<file path="src/hdl/two_beam_direction_counter_macros.svh">
// Assertion macros for the two-beam direction counter.
// Expects signals named clk and rst_n in the scope where a macro is used.
`ifndef TWO_BEAM_DIRECTION_COUNTER_MACROS_SVH
`define TWO_BEAM_DIRECTION_COUNTER_MACROS_SVH

// A condition that must hold at every clock edge out of reset.
`define TBDC_CHECK(label, cond, msg) \
    label: assert property (@(posedge clk) disable iff (!rst_n) (cond)) else $error(msg);

// A condition in one cycle that must be followed by another in the next cycle.
`define TBDC_CHECK_NEXT(label, ante, cons, msg) \
    label: assert property (@(posedge clk) disable iff (!rst_n) (ante) |=> (cons)) \
        else $error(msg);

`endif

</file>
<file path="src/hdl/tbdc_pkg.sv">
// Shared types, constants and next-state functions of the two-beam direction counter.
// No dependencies; used by every module of the block.
package tbdc_pkg;

    localparam int DIST_W = 8;
    localparam int COUNT_W = 8;
    localparam int HOLD_W = 16;
    localparam int CODE_W = 4;

    localparam logic [DIST_W-1:0] THRESHOLD_RESET = 8'd120;
    localparam logic [HOLD_W-1:0] HOLD_PERIODS_RESET = 16'd10;
    localparam logic [COUNT_W-1:0] COUNT_MAX = '1;
    localparam logic [HOLD_W-1:0] HOLD_MAX = '1;

    // Register indexes of the configuration port.
    localparam logic REG_THRESHOLD = 1'b0;
    localparam logic REG_HOLD = 1'b1;

    // Tracker codes as they appear on the result stream.
    localparam logic [CODE_W-1:0] CODE_CLEAR = 4'd0;
    localparam logic [CODE_W-1:0] CODE_R = 4'd1;
    localparam logic [CODE_W-1:0] CODE_HOLDR = 4'd2;
    localparam logic [CODE_W-1:0] CODE_RL = 4'd3;
    localparam logic [CODE_W-1:0] CODE_LONLY = 4'd4;
    localparam logic [CODE_W-1:0] CODE_L = 4'd5;
    localparam logic [CODE_W-1:0] CODE_HOLDL = 4'd6;
    localparam logic [CODE_W-1:0] CODE_LR = 4'd7;
    localparam logic [CODE_W-1:0] CODE_RONLY = 4'd8;

    // Direction machine, one-hot.
    typedef enum logic [8:0] {
        TRK_CLEAR = 9'b000000001,
        TRK_R     = 9'b000000010,
        TRK_HOLDR = 9'b000000100,
        TRK_RL    = 9'b000001000,
        TRK_LONLY = 9'b000010000,
        TRK_L     = 9'b000100000,
        TRK_HOLDL = 9'b001000000,
        TRK_LR    = 9'b010000000,
        TRK_RONLY = 9'b100000000
    } trk_state_t;

    typedef enum logic [2:0] {
        EV_NONE = 3'd0,
        EV_RIN  = 3'd1,
        EV_ROUT = 3'd2,
        EV_LIN  = 3'd3,
        EV_LOUT = 3'd4
    } beam_ev_t;

    typedef enum logic [1:0] {
        DONE_NONE  = 2'd0,
        DONE_ENTRY = 2'd1,
        DONE_EXIT  = 2'd2
    } done_t;

    typedef struct packed {
        logic [DIST_W-1:0] distance_threshold;
        logic [HOLD_W-1:0] hold_periods;
    } cfg_t;

    typedef struct packed {
        trk_state_t         tracker;
        logic [COUNT_W-1:0] people_inside;
        logic [HOLD_W-1:0]  hold_elapsed;
    } trk_ctx_t;

    typedef struct packed {
        trk_ctx_t ctx;
        logic     entered;
        logic     exited;
    } step_res_t;

    typedef struct packed {
        trk_state_t tracker;
        done_t      done;
        logic       hold_restart;
    } adv_t;

    // States in which each beam is taken to be blocked.
    function automatic logic right_held(input trk_state_t s);
        return (s == TRK_R) || (s == TRK_RL) || (s == TRK_LR) || (s == TRK_RONLY);
    endfunction

    function automatic logic left_held(input trk_state_t s);
        return (s == TRK_RL) || (s == TRK_LONLY) || (s == TRK_L) || (s == TRK_LR);
    endfunction

    // A held beam that clears gives an out event; a free beam that trips gives an in event.
    function automatic beam_ev_t beam_event(input logic held, input logic tripped,
                                            input beam_ev_t ev_in, input beam_ev_t ev_out);
        beam_ev_t ev;
        if (held)
            ev = tripped ? EV_NONE : ev_out;
        else
            ev = tripped ? ev_in : EV_NONE;
        return ev;
    endfunction

    // One move of the direction machine for one beam event.
    function automatic adv_t advance(input trk_state_t s, input beam_ev_t ev);
        adv_t a;
        a.tracker = s;
        a.done = DONE_NONE;
        a.hold_restart = 1'b0;
        unique case (s)
            TRK_R:
            begin
                if (ev == EV_LIN)
                    a.tracker = TRK_RL;
                else if (ev == EV_ROUT)
                begin
                    a.tracker = TRK_HOLDR;
                    a.hold_restart = 1'b1;
                end
            end
            TRK_HOLDR:
            begin
                if (ev == EV_LIN)
                    a.tracker = TRK_RL;
                else if (ev == EV_RIN)
                    a.tracker = TRK_R;
            end
            TRK_RL:
            begin
                if (ev == EV_ROUT)
                    a.tracker = TRK_LONLY;
                else if (ev == EV_LOUT)
                    a.tracker = TRK_R;
            end
            TRK_LONLY:
            begin
                if (ev == EV_LOUT)
                begin
                    a.tracker = TRK_CLEAR;
                    a.done = DONE_ENTRY;
                end
                else if (ev == EV_RIN)
                    a.tracker = TRK_RL;
            end
            TRK_L:
            begin
                if (ev == EV_RIN)
                    a.tracker = TRK_LR;
                else if (ev == EV_LOUT)
                begin
                    a.tracker = TRK_HOLDL;
                    a.hold_restart = 1'b1;
                end
            end
            TRK_HOLDL:
            begin
                if (ev == EV_RIN)
                    a.tracker = TRK_LR;
                else if (ev == EV_LIN)
                    a.tracker = TRK_L;
            end
            TRK_LR:
            begin
                if (ev == EV_LOUT)
                    a.tracker = TRK_RONLY;
                else if (ev == EV_ROUT)
                    a.tracker = TRK_L;
            end
            TRK_RONLY:
            begin
                if (ev == EV_ROUT)
                begin
                    a.tracker = TRK_CLEAR;
                    a.done = DONE_EXIT;
                end
                else if (ev == EV_LIN)
                    a.tracker = TRK_LR;
            end
            default:
            begin
                // Clear, and any pattern that is not a legal state, behaves as clear.
                if (ev == EV_RIN)
                    a.tracker = TRK_R;
                else if (ev == EV_LIN)
                    a.tracker = TRK_L;
                else
                    a.tracker = TRK_CLEAR;
            end
        endcase
        return a;
    endfunction

    // Occupancy update with saturation at both ends.
    function automatic logic [COUNT_W-1:0] apply_done(input logic [COUNT_W-1:0] n,
                                                      input done_t d);
        logic [COUNT_W-1:0] r;
        r = n;
        if ((d == DONE_ENTRY) && (n != COUNT_MAX))
            r = n + COUNT_W'(1);
        else if ((d == DONE_EXIT) && (n != '0))
            r = n - COUNT_W'(1);
        return r;
    endfunction

    function automatic logic [CODE_W-1:0] trk_code(input trk_state_t s);
        logic [CODE_W-1:0] c;
        unique case (s)
            TRK_R:     c = CODE_R;
            TRK_HOLDR: c = CODE_HOLDR;
            TRK_RL:    c = CODE_RL;
            TRK_LONLY: c = CODE_LONLY;
            TRK_L:     c = CODE_L;
            TRK_HOLDL: c = CODE_HOLDL;
            TRK_LR:    c = CODE_LR;
            TRK_RONLY: c = CODE_RONLY;
            default:   c = CODE_CLEAR;
        endcase
        return c;
    endfunction

endpackage

</file>
<file path="src/hdl/tbdc_regs.sv">
// Configuration registers of the two-beam direction counter behind an APB-style port.
// Depends on tbdc_pkg for the register indexes, reset values and cfg_t.
module tbdc_regs
    import tbdc_pkg::*;
(
    input  logic        clk,
    input  logic        rst_n,
    input  logic        psel,
    input  logic        penable,
    input  logic        pwrite,
    input  logic [2:0]  paddr,
    input  logic [31:0] pwdata,
    output logic [31:0] prdata,
    output logic        pready,
    output cfg_t        cfg
);

    logic [DIST_W-1:0] threshold_reg;
    logic [HOLD_W-1:0] hold_periods_reg;
    logic              wr_en;
    logic              reg_sel;

    assign pready = 1'b1;
    assign wr_en = psel && penable && pwrite && pready;
    assign reg_sel = paddr[2];

    // Register writes in the access cycle.
    always_ff @(posedge clk or negedge rst_n)
    begin
        if (!rst_n)
        begin
            threshold_reg <= THRESHOLD_RESET;
            hold_periods_reg <= HOLD_PERIODS_RESET;
        end
        else if (wr_en)
        begin
            unique case (reg_sel)
                REG_THRESHOLD: threshold_reg <= pwdata[DIST_W-1:0];
                REG_HOLD:      hold_periods_reg <= pwdata[HOLD_W-1:0];
                default:       threshold_reg <= threshold_reg;
            endcase
        end
    end

    // Read-back of the selected register.
    always_comb
    begin
        unique case (reg_sel)
            REG_THRESHOLD: prdata = {{(32-DIST_W){1'b0}}, threshold_reg};
            REG_HOLD:      prdata = {{(32-HOLD_W){1'b0}}, hold_periods_reg};
            default:       prdata = '0;
        endcase
    end

    assign cfg.distance_threshold = threshold_reg;
    assign cfg.hold_periods = hold_periods_reg;

endmodule

</file>
<file path="src/hdl/tbdc_step.sv">
// Next-state logic for one sample: beam events, direction machine, count and hold timer.
// Depends on tbdc_pkg for the state types and the machine functions.
module tbdc_step
    import tbdc_pkg::*;
(
    input  cfg_t              cfg,
    input  trk_ctx_t          ctx,
    input  logic [DIST_W-1:0] distance_right,
    input  logic [DIST_W-1:0] distance_left,
    output step_res_t         res
);

    logic              right_trip;
    logic              left_trip;
    beam_ev_t          ev_right;
    beam_ev_t          ev_left;
    adv_t              adv_right;
    adv_t              adv_left;
    logic [COUNT_W-1:0] people_mid;
    logic [HOLD_W-1:0] hold_base;
    logic [HOLD_W-1:0] hold_ticked;
    logic              in_hold;

    // The right beam moves the machine first, the left beam then sees the updated state.
    always_comb
    begin
        right_trip = distance_right < cfg.distance_threshold;
        left_trip = distance_left < cfg.distance_threshold;
        ev_right = beam_event(right_held(ctx.tracker), right_trip, EV_RIN, EV_ROUT);
        adv_right = advance(ctx.tracker, ev_right);
        ev_left = beam_event(left_held(adv_right.tracker), left_trip, EV_LIN, EV_LOUT);
        adv_left = advance(adv_right.tracker, ev_left);
    end

    // Occupancy follows each completed pass in order. The hold timer restarts on entry
    // to a hold state and saturates at full scale.
    always_comb
    begin
        people_mid = apply_done(ctx.people_inside, adv_right.done);
        res.ctx.people_inside = apply_done(people_mid, adv_left.done);
        res.entered = (adv_right.done == DONE_ENTRY) || (adv_left.done == DONE_ENTRY);
        res.exited = (adv_right.done == DONE_EXIT) || (adv_left.done == DONE_EXIT);

        hold_base = (adv_right.hold_restart || adv_left.hold_restart) ? '0 : ctx.hold_elapsed;
        hold_ticked = (hold_base == HOLD_MAX) ? hold_base : hold_base + HOLD_W'(1);
        in_hold = (adv_left.tracker == TRK_HOLDR) || (adv_left.tracker == TRK_HOLDL);
        res.ctx.hold_elapsed = hold_ticked;
        if (in_hold && (hold_ticked >= cfg.hold_periods))
            res.ctx.tracker = TRK_CLEAR;
        else
            res.ctx.tracker = adv_left.tracker;
    end

endmodule

</file>
<file path="src/hdl/two_beam_direction_counter.sv">
// Two-beam direction counter: an accepted item is held in the input register, and its result
// becomes valid once the item has moved on to the result register.
// Throughput one item per clock if m_tready holds; input and result registers hold one item each.
// The tracker, occupancy and hold timer advance in the cycle an item moves to the result register.
// Asynchronous active-low reset: tracker clear, occupancy 0, timer 0, both stages empty,
// threshold 120 cm, hold periods 10. No clearing pass; items are accepted right after reset.
module two_beam_direction_counter
    import tbdc_pkg::*;
(
    input  logic        clk,
    input  logic        rst_n,
    // Input items.
    input  logic        s_tvalid,
    output logic        s_tready,
    input  logic [15:0] s_tdata,   // [7:0] distance_right, [15:8] distance_left
    // Result items.
    output logic        m_tvalid,
    input  logic        m_tready,
    output logic [15:0] m_tdata,   // [7:0] occupancy, [11:8] tracker_code,
                                   // [12] entered_pulse, [13] exited_pulse, [15:14] zero
    // Configuration.
    input  logic        psel,
    input  logic        penable,
    input  logic        pwrite,
    input  logic [2:0]  paddr,
    input  logic [31:0] pwdata,
    output logic [31:0] prdata,
    output logic        pready
);

    `include "two_beam_direction_counter_macros.svh"

    cfg_t               cfg;
    logic               in_valid_reg;
    logic [DIST_W-1:0]  in_right_reg;
    logic [DIST_W-1:0]  in_left_reg;
    logic               in_fire;
    logic               step_fire;
    trk_ctx_t           ctx_reg;
    step_res_t          step_res;
    logic               out_valid_reg;
    logic [COUNT_W-1:0] out_occupancy_reg;
    logic [CODE_W-1:0]  out_code_reg;
    logic               out_entered_reg;
    logic               out_exited_reg;

    tbdc_regs u_regs (
        .clk     (clk),
        .rst_n   (rst_n),
        .psel    (psel),
        .penable (penable),
        .pwrite  (pwrite),
        .paddr   (paddr),
        .pwdata  (pwdata),
        .prdata  (prdata),
        .pready  (pready),
        .cfg     (cfg)
    );

    tbdc_step u_step (
        .cfg            (cfg),
        .ctx            (ctx_reg),
        .distance_right (in_right_reg),
        .distance_left  (in_left_reg),
        .res            (step_res)
    );

    // Handshake: the held item moves on when the result register is free or being taken.
    assign step_fire = in_valid_reg && (!out_valid_reg || m_tready);
    assign s_tready = !in_valid_reg || step_fire;
    assign in_fire = s_tvalid && s_tready;

    // Input register.
    always_ff @(posedge clk or negedge rst_n)
    begin
        if (!rst_n)
            in_valid_reg <= 1'b0;
        else if (s_tready)
            in_valid_reg <= s_tvalid;
    end

    always_ff @(posedge clk)
    begin
        if (in_fire)
        begin
            in_right_reg <= s_tdata[DIST_W-1:0];
            in_left_reg <= s_tdata[2*DIST_W-1:DIST_W];
        end
    end

    // Tracker state, advanced once per item.
    always_ff @(posedge clk or negedge rst_n)
    begin
        if (!rst_n)
        begin
            ctx_reg.tracker <= TRK_CLEAR;
            ctx_reg.people_inside <= '0;
            ctx_reg.hold_elapsed <= '0;
        end
        else if (step_fire)
            ctx_reg <= step_res.ctx;
    end

    // Result register.
    always_ff @(posedge clk or negedge rst_n)
    begin
        if (!rst_n)
            out_valid_reg <= 1'b0;
        else if (!out_valid_reg || m_tready)
            out_valid_reg <= in_valid_reg;
    end

    always_ff @(posedge clk)
    begin
        if (step_fire)
        begin
            out_occupancy_reg <= step_res.ctx.people_inside;
            out_code_reg <= trk_code(step_res.ctx.tracker);
            out_entered_reg <= step_res.entered;
            out_exited_reg <= step_res.exited;
        end
    end

    assign m_tvalid = out_valid_reg;
    assign m_tdata = {2'b00, out_exited_reg, out_entered_reg, out_code_reg, out_occupancy_reg};

    // An entry and an exit cannot complete in the same sample.
    `TBDC_CHECK(a_one_pass, !(out_valid_reg && out_entered_reg && out_exited_reg), "entry and exit together")
    // A step always leaves a result behind it.
    `TBDC_CHECK_NEXT(a_step_result, step_fire, out_valid_reg, "step without result")
    // An entry below the limit raises the count by one.
    `TBDC_CHECK_NEXT(a_entry_count, step_fire && step_res.entered && (ctx_reg.people_inside != COUNT_MAX), ctx_reg.people_inside == $past(ctx_reg.people_inside) + COUNT_W'(1), "entry did not count")

endmodule
</file>
<file path="config.mk">
export PLATFORM = sky130hd
export DESIGN_NAME = two_beam_direction_counter
export DESIGN_NICKNAME = d
export VERILOG_FILES = /design/src/hdl/tbdc_pkg.sv /design/src/hdl/tbdc_regs.sv /design/src/hdl/tbdc_step.sv /design/src/hdl/two_beam_direction_counter.sv
export VERILOG_INCLUDE_DIRS = /design/src /design/src/hdl
export SDC_FILE = /design/constraint.sdc
export NUM_CORES = 1
export LEC_CHECK = 0
export BUFFER_PORTS_ARGS = -buffer_cell sky130_fd_sc_hd__buf_2
export CORE_MARGIN = 3
export CORE_UTILIZATION = 51
export CTS_CLUSTER_DIAMETER = 80
export CTS_CLUSTER_SIZE = 30
export DETAILED_ROUTE_END_ITERATION = 16
export GPL_TIMING_DRIVEN = 1
export PLACE_DENSITY = 0.82
export SYNTH_ARGS = -nofsm -noshare
export SYNTH_HDL_FRONTEND = slang
export SYNTH_HIERARCHICAL = 1
export SYNTH_SLANG_ARGS = --single-unit
export TNS_END_PERCENT = 20
</file>
<file path="constraint.sdc">
create_clock -name clk -period 5.7 [get_ports clk]
set_clock_uncertainty 0.05 [all_clocks]
set_input_delay 0.57 -clock clk [delete_from_list [all_inputs] [get_ports clk]]
set_output_delay 0.57 -clock clk [all_outputs]
set_load 0.01 [all_outputs]
</file>
Yosys cells after proc, flatten, opt, wreduce, memory -nomap -nowiden

Index checks and enable logic that the tools add are counted.

Register bits: 89
Input port bits: 58
Output and inout bits: 51
Logic and storage cells: 159

Add/subtract/negate cells: 5
Order comparisons: 3
Equal/unequal tests: 41
Mux-type cells: 69
Bitwise gates (word level): 1
Reductions and logical operators: 27

Operator list:

| operator                                             | count |
|---|---|
| 2-to-1 mux 9 bit                                     | 35 |
| one-hot mux 9 bit (8 select lines)                   | 2 |
| one-hot mux 32 bit (2 select lines)                  | 1 |
| equality test 9 x 3 -> 1 bit (second input constant) | 4 |
| equality test 9 x 7 -> 1 bit (second input constant) | 4 |
| 2-to-1 mux 16 bit                                    | 2 |
| 2-to-1 mux 8 bit                                     | 4 |
| one-hot mux 4 bit (8 select lines)                   | 1 |
| equality test 9 x 2 -> 1 bit (second input constant) | 3 |
| equality test 9 x 4 -> 1 bit (second input constant) | 3 |
| equality test 9 x 5 -> 1 bit (second input constant) | 3 |
| equality test 9 x 6 -> 1 bit (second input constant) | 3 |
| equality test 9 x 8 -> 1 bit (second input constant) | 3 |
| equality test 9 bit (second input constant)          | 3 |
| adder 16 x 1 -> 16 bit (second input constant)       | 1 |
| adder 8 x 1 -> 8 bit (second input constant)         | 2 |
| equality test 16 bit (second input constant)         | 1 |
| greater-or-equal comparator 16 bit                   | 1 |
| < comparator 8 bit                                   | 2 |
| inequality test 8 bit (second input constant)        | 2 |
| nonzero test 8 bit                                   | 2 |
| subtractor 8 x 1 -> 8 bit (second input constant)    | 2 |
| equality test 3 x 2 -> 1 bit (second input constant) | 4 |
| logical OR 1 bit                                     | 12 |
| other kinds (14)                                     | 46 |

Longest topological paths before layout

Word-level depth: 27
Mapped depth: 29
Depth with buffers taken out: 27

Hierarchy

Netlist, hierarchy kept.

By module, submodules not included:

| module                     | instances | cells an instance | area an instance (um^2) | seq. area each (um^2) |
|---|---|---|---|---|
| tbdc_step                  | 1         | 355               | 2,422.3                 | 0.0 |
| two_beam_direction_counter | 1         | 137               | 2,399.8                 | 1,778.0 |
| tbdc_regs                  | 1         | 88                | 1,260.0                 | 608.1 |

Worst setup path after synthesis

No wires, ideal clock.

Path type: flip-flop to flip-flop
Start: reg u_regs.threshold_reg[5]
End: reg out_code_reg[1], data pin
Library setup time: 0.158 ns
Arrival time: 5.966 ns
Required time: 5.492 ns
Slack: -0.474 ns
Cell stages (with the launch flop): 28
Buffers on the path: 3
Period minus slack after synthesis: 6.174 ns
Path through: dfstp_2 -> inv_1 -> ha_1 -> a21oi_1 -> o21a_1 -> clkbuf_1 -> o31ai_2 -> nand3_1 -> o21ai_1 -> buf_2 -> nor2b_1 -> ha_1 -> nand3_1 -> or3_1 -> clkbuf_1 -> nor2_1 -> mux2_2 -> ha_1 -> a21o_1 -> a211oi_1 -> o21ai_0 -> a211o_1 -> o2111ai_1 -> nor2_1 -> a2111oi_1 -> xnor2_1 -> or3_1 -> a211oi_2

RTL lines:

| what                   | line                              | source |
|---|---|---|
| start, declared        | tbdc_regs.sv:18                   | `logic [DIST_W-1:0] threshold_reg;` |
| start signal, assigned | tbdc_regs.sv:38                   | `REG_THRESHOLD: threshold_reg <= pwdata[DIST_W-1:0];` |
| start signal, assigned | tbdc_regs.sv:40                   | `default: threshold_reg <= threshold_reg;` |
| end signal, assigned   | two_beam_direction_counter.sv:118 | `out_code_reg <= trk_code(step_res.ctx.tracker);` |
| end, declared          | two_beam_direction_counter.sv:43  | `logic [CODE_W-1:0] out_code_reg;` |

==> impl_metrics.json <==
{
  "antenna_left": 0,
  "clkPwrFrac_pct": 21.0,
  "cts_tree": "done",
  "drt_iter0_markers": 337,
  "boundaryPins": 109,
  "synth_xor_xnor_area_share_pct": 4.77,
  "synth_mux_area_share_pct": 13.7,
  "startpoint": "u_regs/threshold_reg[5]$_DFFE_PN1P_",
  "power_frac_comb_pct": 48.5,
  "power.density_mw_per_mm2": 421,
  "gp_congestion": 0.940,
  "yosysTopAreaCell": "dfrtp_1",
  "worstMarginPinSlew_ns": 0.889,
  "grt_pass1_vias": 4728,
  "worstPathArrival_ns": 5.71,
  "largest_reg_flops": 33,
  "rr_endpoint": "out_code_reg[1]$_DFFE_PP_",
  "grt_overflow": 0,
  "switchingPower_mw": 1.24,
  "syn-cell-area_sq_mm": 0.00608,
  "max-slew-margin-rel_pct": 40.3,
  "cts-root-buf": "clkbuf_16",
  "yosysTopAreaCellShare_pct": 21.4,
  "synth.area.top_cells": "dfrtp_1 21%, edfxtp_1 15%, ha_1 7.0%, mux2_1 6.3%, mux2_2 4.8%",
  "endpoint": "out_code_reg[1]$_DFFE_PP_",
  "grt_pass1_wl_microns": 22400,
  "antenna_cells": 0,
  "synth_compound_area_share_pct": 10.1,
  "slew_viol_final": 0,
  "synthAdderAreaFrac_pct": 6.99,
  "final-setup-viol-count": 0,
  "end_kind": "register",
  "numCtsBuffers": 9,
  "dpl-instance-area_sq_mm": 0.00657,
  "numPortBuffers": 71,
  "nNetsFinal": 758,
  "async_flop_share_pct": 66.3,
  "grt_usage_pct": 21.3,
  "vias_per_cell": 5.85,
  "route.detailed.drc": 0,
  "fin_setup_tns_ns": 0,
  "worstPathMaxFanout": 7,
  "die_y_microns": 115,
  "synthDistinctLibCells": 75,
  "worstRegToRegCells": 26,
  "synth_top_flop_cell": "dfrtp_1",
  "stdcell_area_sq_mm": 0.00714,
  "synth_edf_count": 30,
  "avgSynthCellArea_sq_um": 10.5,
  "clk_pin_slew_ns": 0.07,
  "synth_commonest_cells": "52 x dfrtp_1, 52 x nor2_1, 35 x inv_1, 34 x ha_1, 34 x mux2_1",
  "max-cap-violations": 0,
  "wirelength_microns": 14300,
  "cts_sinks": 89,
  "ir_worst_vdd_mv": 0.224,
  "drive_gt1_share_pct": 31.3,
  "worstReg2RegStart": "u_regs/threshold_reg[5]$_DFFE_PN1P_",
  "p_leak_nw": 3.22,
  "startpoint_type": "register",
  "dpl.hpwl_microns": 10100,
  "rsz0062_at_grt": "yes",
  "num_rows": 39,
  "die_w_microns": 115,
  "die-area_sq_mm": 0.0133,
  "critPathKind": "reg2reg",
  "area_delta_synth_final_pct": 17.4,
  "antenna_found_initial": 0,
  "finalHoldViolations": 0,
  "finalCritPeriodShare_pct": 97.9,
  "cts_buffer_depth": 2,
  "wl_per_cell_microns": 17.5,
  "vias": 4761,
  "p_int_mw": 1.77,
  "worst-r2r-setup-slack_ns": 0.12,
  "switching_share_pct": 41.1,
  "synth_top_family_by_area": "simple AND/OR/NAND/NOR gates",
  "run_status": "complete, no violations",
  "fillers": 880,
  "regArea_sq_mm": 0.00239,
  "max_freq_mhz": 179,
  "p_seq_share_pct": 30.5,
  "htree_levels": 3,
  "min_period_ns": 5.58,
  "insertion_delay_ns": 0.35,
  "netlist_instances": 580,
  "fp.coreArea_sq_mm": 0.0115,
  "yosys_warnings": 6,
  "p_total_mw": 3.01,
  "multi_input_area_sq_mm": 0.00354,
  "dr.pass1.iters": 5,
  "hold_path_class": "in2async",
  "cp.required_ns": 5.83,
  "holdBufCountCts": 0,
  "ys_ff_latch": 89,
  "ys_seq_area_share_pct": 39.2,
  "initial_core_util_pct": 52.8,
  "grt_start_max_net_pins": 60,
  "synth-simple-area-share_pct": 18.1
}
## cell type report
class,instances,area share (%)
clock buffers,9,3.15
clock inverters,7,1.35
inverters,35,1.84
multi-input cells,432,49.6
flip-flops and latches,89,33.4
well taps,143,2.51
repair buffers,99,8.10
## worst min-delay path by stage
| stage | startpoint | end | slack [ns] | cells past startpoint |
|---|---|---|---|---|
| 6_report | rst_n | ctx_reg[20]$_DFFE_PN0P_ | 0.32 | 2 |
| 5_1_grt | s_tdata[6] | in_right_reg[6]$_DFFE_PP_ | 0.33 | 1 |
| 4_1_cts | s_tdata[0] | in_right_reg[0]$_DFFE_PP_ | 0.33 | 1 |
| 3_5_place_dp | in_valid_reg$_DFFE_PN0N_ | m_tvalid$_DFFE_PN0P_ | 0.45 | 1 |
| 3_3_place_gp | in_valid_reg$_DFFE_PN0N_ | m_tvalid$_DFFE_PN0P_ | 0.44 | 1 |
| 2_1_floorplan | rst_n | ctx_reg[0]$_DFFE_PN0P_ | 0.22 | 0 |
## routing by layer
layer	vias to the layer above	global-route usage [%]	part of all wire [%]
li1	2232	-	-
met1	2281	26.7	41
met2	211	36.5	50
met3	37	3.53	6.3
met4	0	8.53	2.4
met5	-	0	0
## cells in the final DEF (no fill, tap or decap), drive strengths merged, types with 15 or more instances in the layout
master  count
buf        99
nor2       52
a21oi      17
nor3       16
nand2      28
o21ai      26
mux2       70
ha         34
nand3      15
conb       19
edfxtp     30
xor2       19
inv        39
dfrtp      52
## per-stage QoR
stage	setup WS, ns	hold WS, ns	std cells	utilization, %
floorplan	0.0103	0.224	596	-
detailed placement	-0.156	0.452	788	57.1
CTS	0.0203	0.335	807	60.2
finish	0.122	0.324	814	62.0
global placement	0.0714	0.441	788	57.1
global route	-0.138	0.327	814	62.0
## critical path, cell delays in order (launching register included)
cell and delay [ns]:
dfstp_2 0.56, inv_2 0.06, ha_1 0.21, nor3_2 0.21
o21ai_1 0.12, a41oi_2 0.24, or2_4 0.17, o21ai_2 0.07
nor2b_1 0.14, ha_2 0.20, nand3_2 0.08, or3_4 0.40
buf_12 0.14, o21ai_0 0.19, xor2_1 0.16, nor2_1 0.08
ha_1 0.29, o21a_1 0.12, nor2_1 0.06, nor4_2 0.25
a211o_1 0.23, o2111ai_2 0.14, buf_4 0.17, nor4_4 0.34
nor3_4 0.10, or3_1 0.41, a211oi_2 0.20
## power by group through the flow
stage | combinational [mW] | clock [mW] | sequential, mW
final | 1.46 | 0.630 | 0.918
after global routing | 1.59 | 0.674 | 0.936
after CTS | 1.34 | 0.640 | 0.915
after detailed placement | 1.32 | 0 | 0.926
after global placement | 1.26 | 0 | 0.917
after floorplan | 1.02 | 0 | 0.887
## kinds of logic (layout without fill, tap and decap cells)
group / count (synthesis) / count (layout)
xor gates and xnor gates: 31 / 31
DFF: 89 / 89
adders and majority gates: 34 / 34
buffers and inverters: 76 / 150
and+or+nand+nor: 190 / 191
muxes: 71 / 71
other: 3 / 19
AOI/OAI and AO/OA: 86 / 86
## what timing repair did
action,in CTS,in global routing
resized for setup,8,26
buffers inserted,2,8
pin swaps,3,17
endpoints found under the setup margin,4,4
cloned,1,0
No activity file was read; power rests on OpenSTA's default activity.
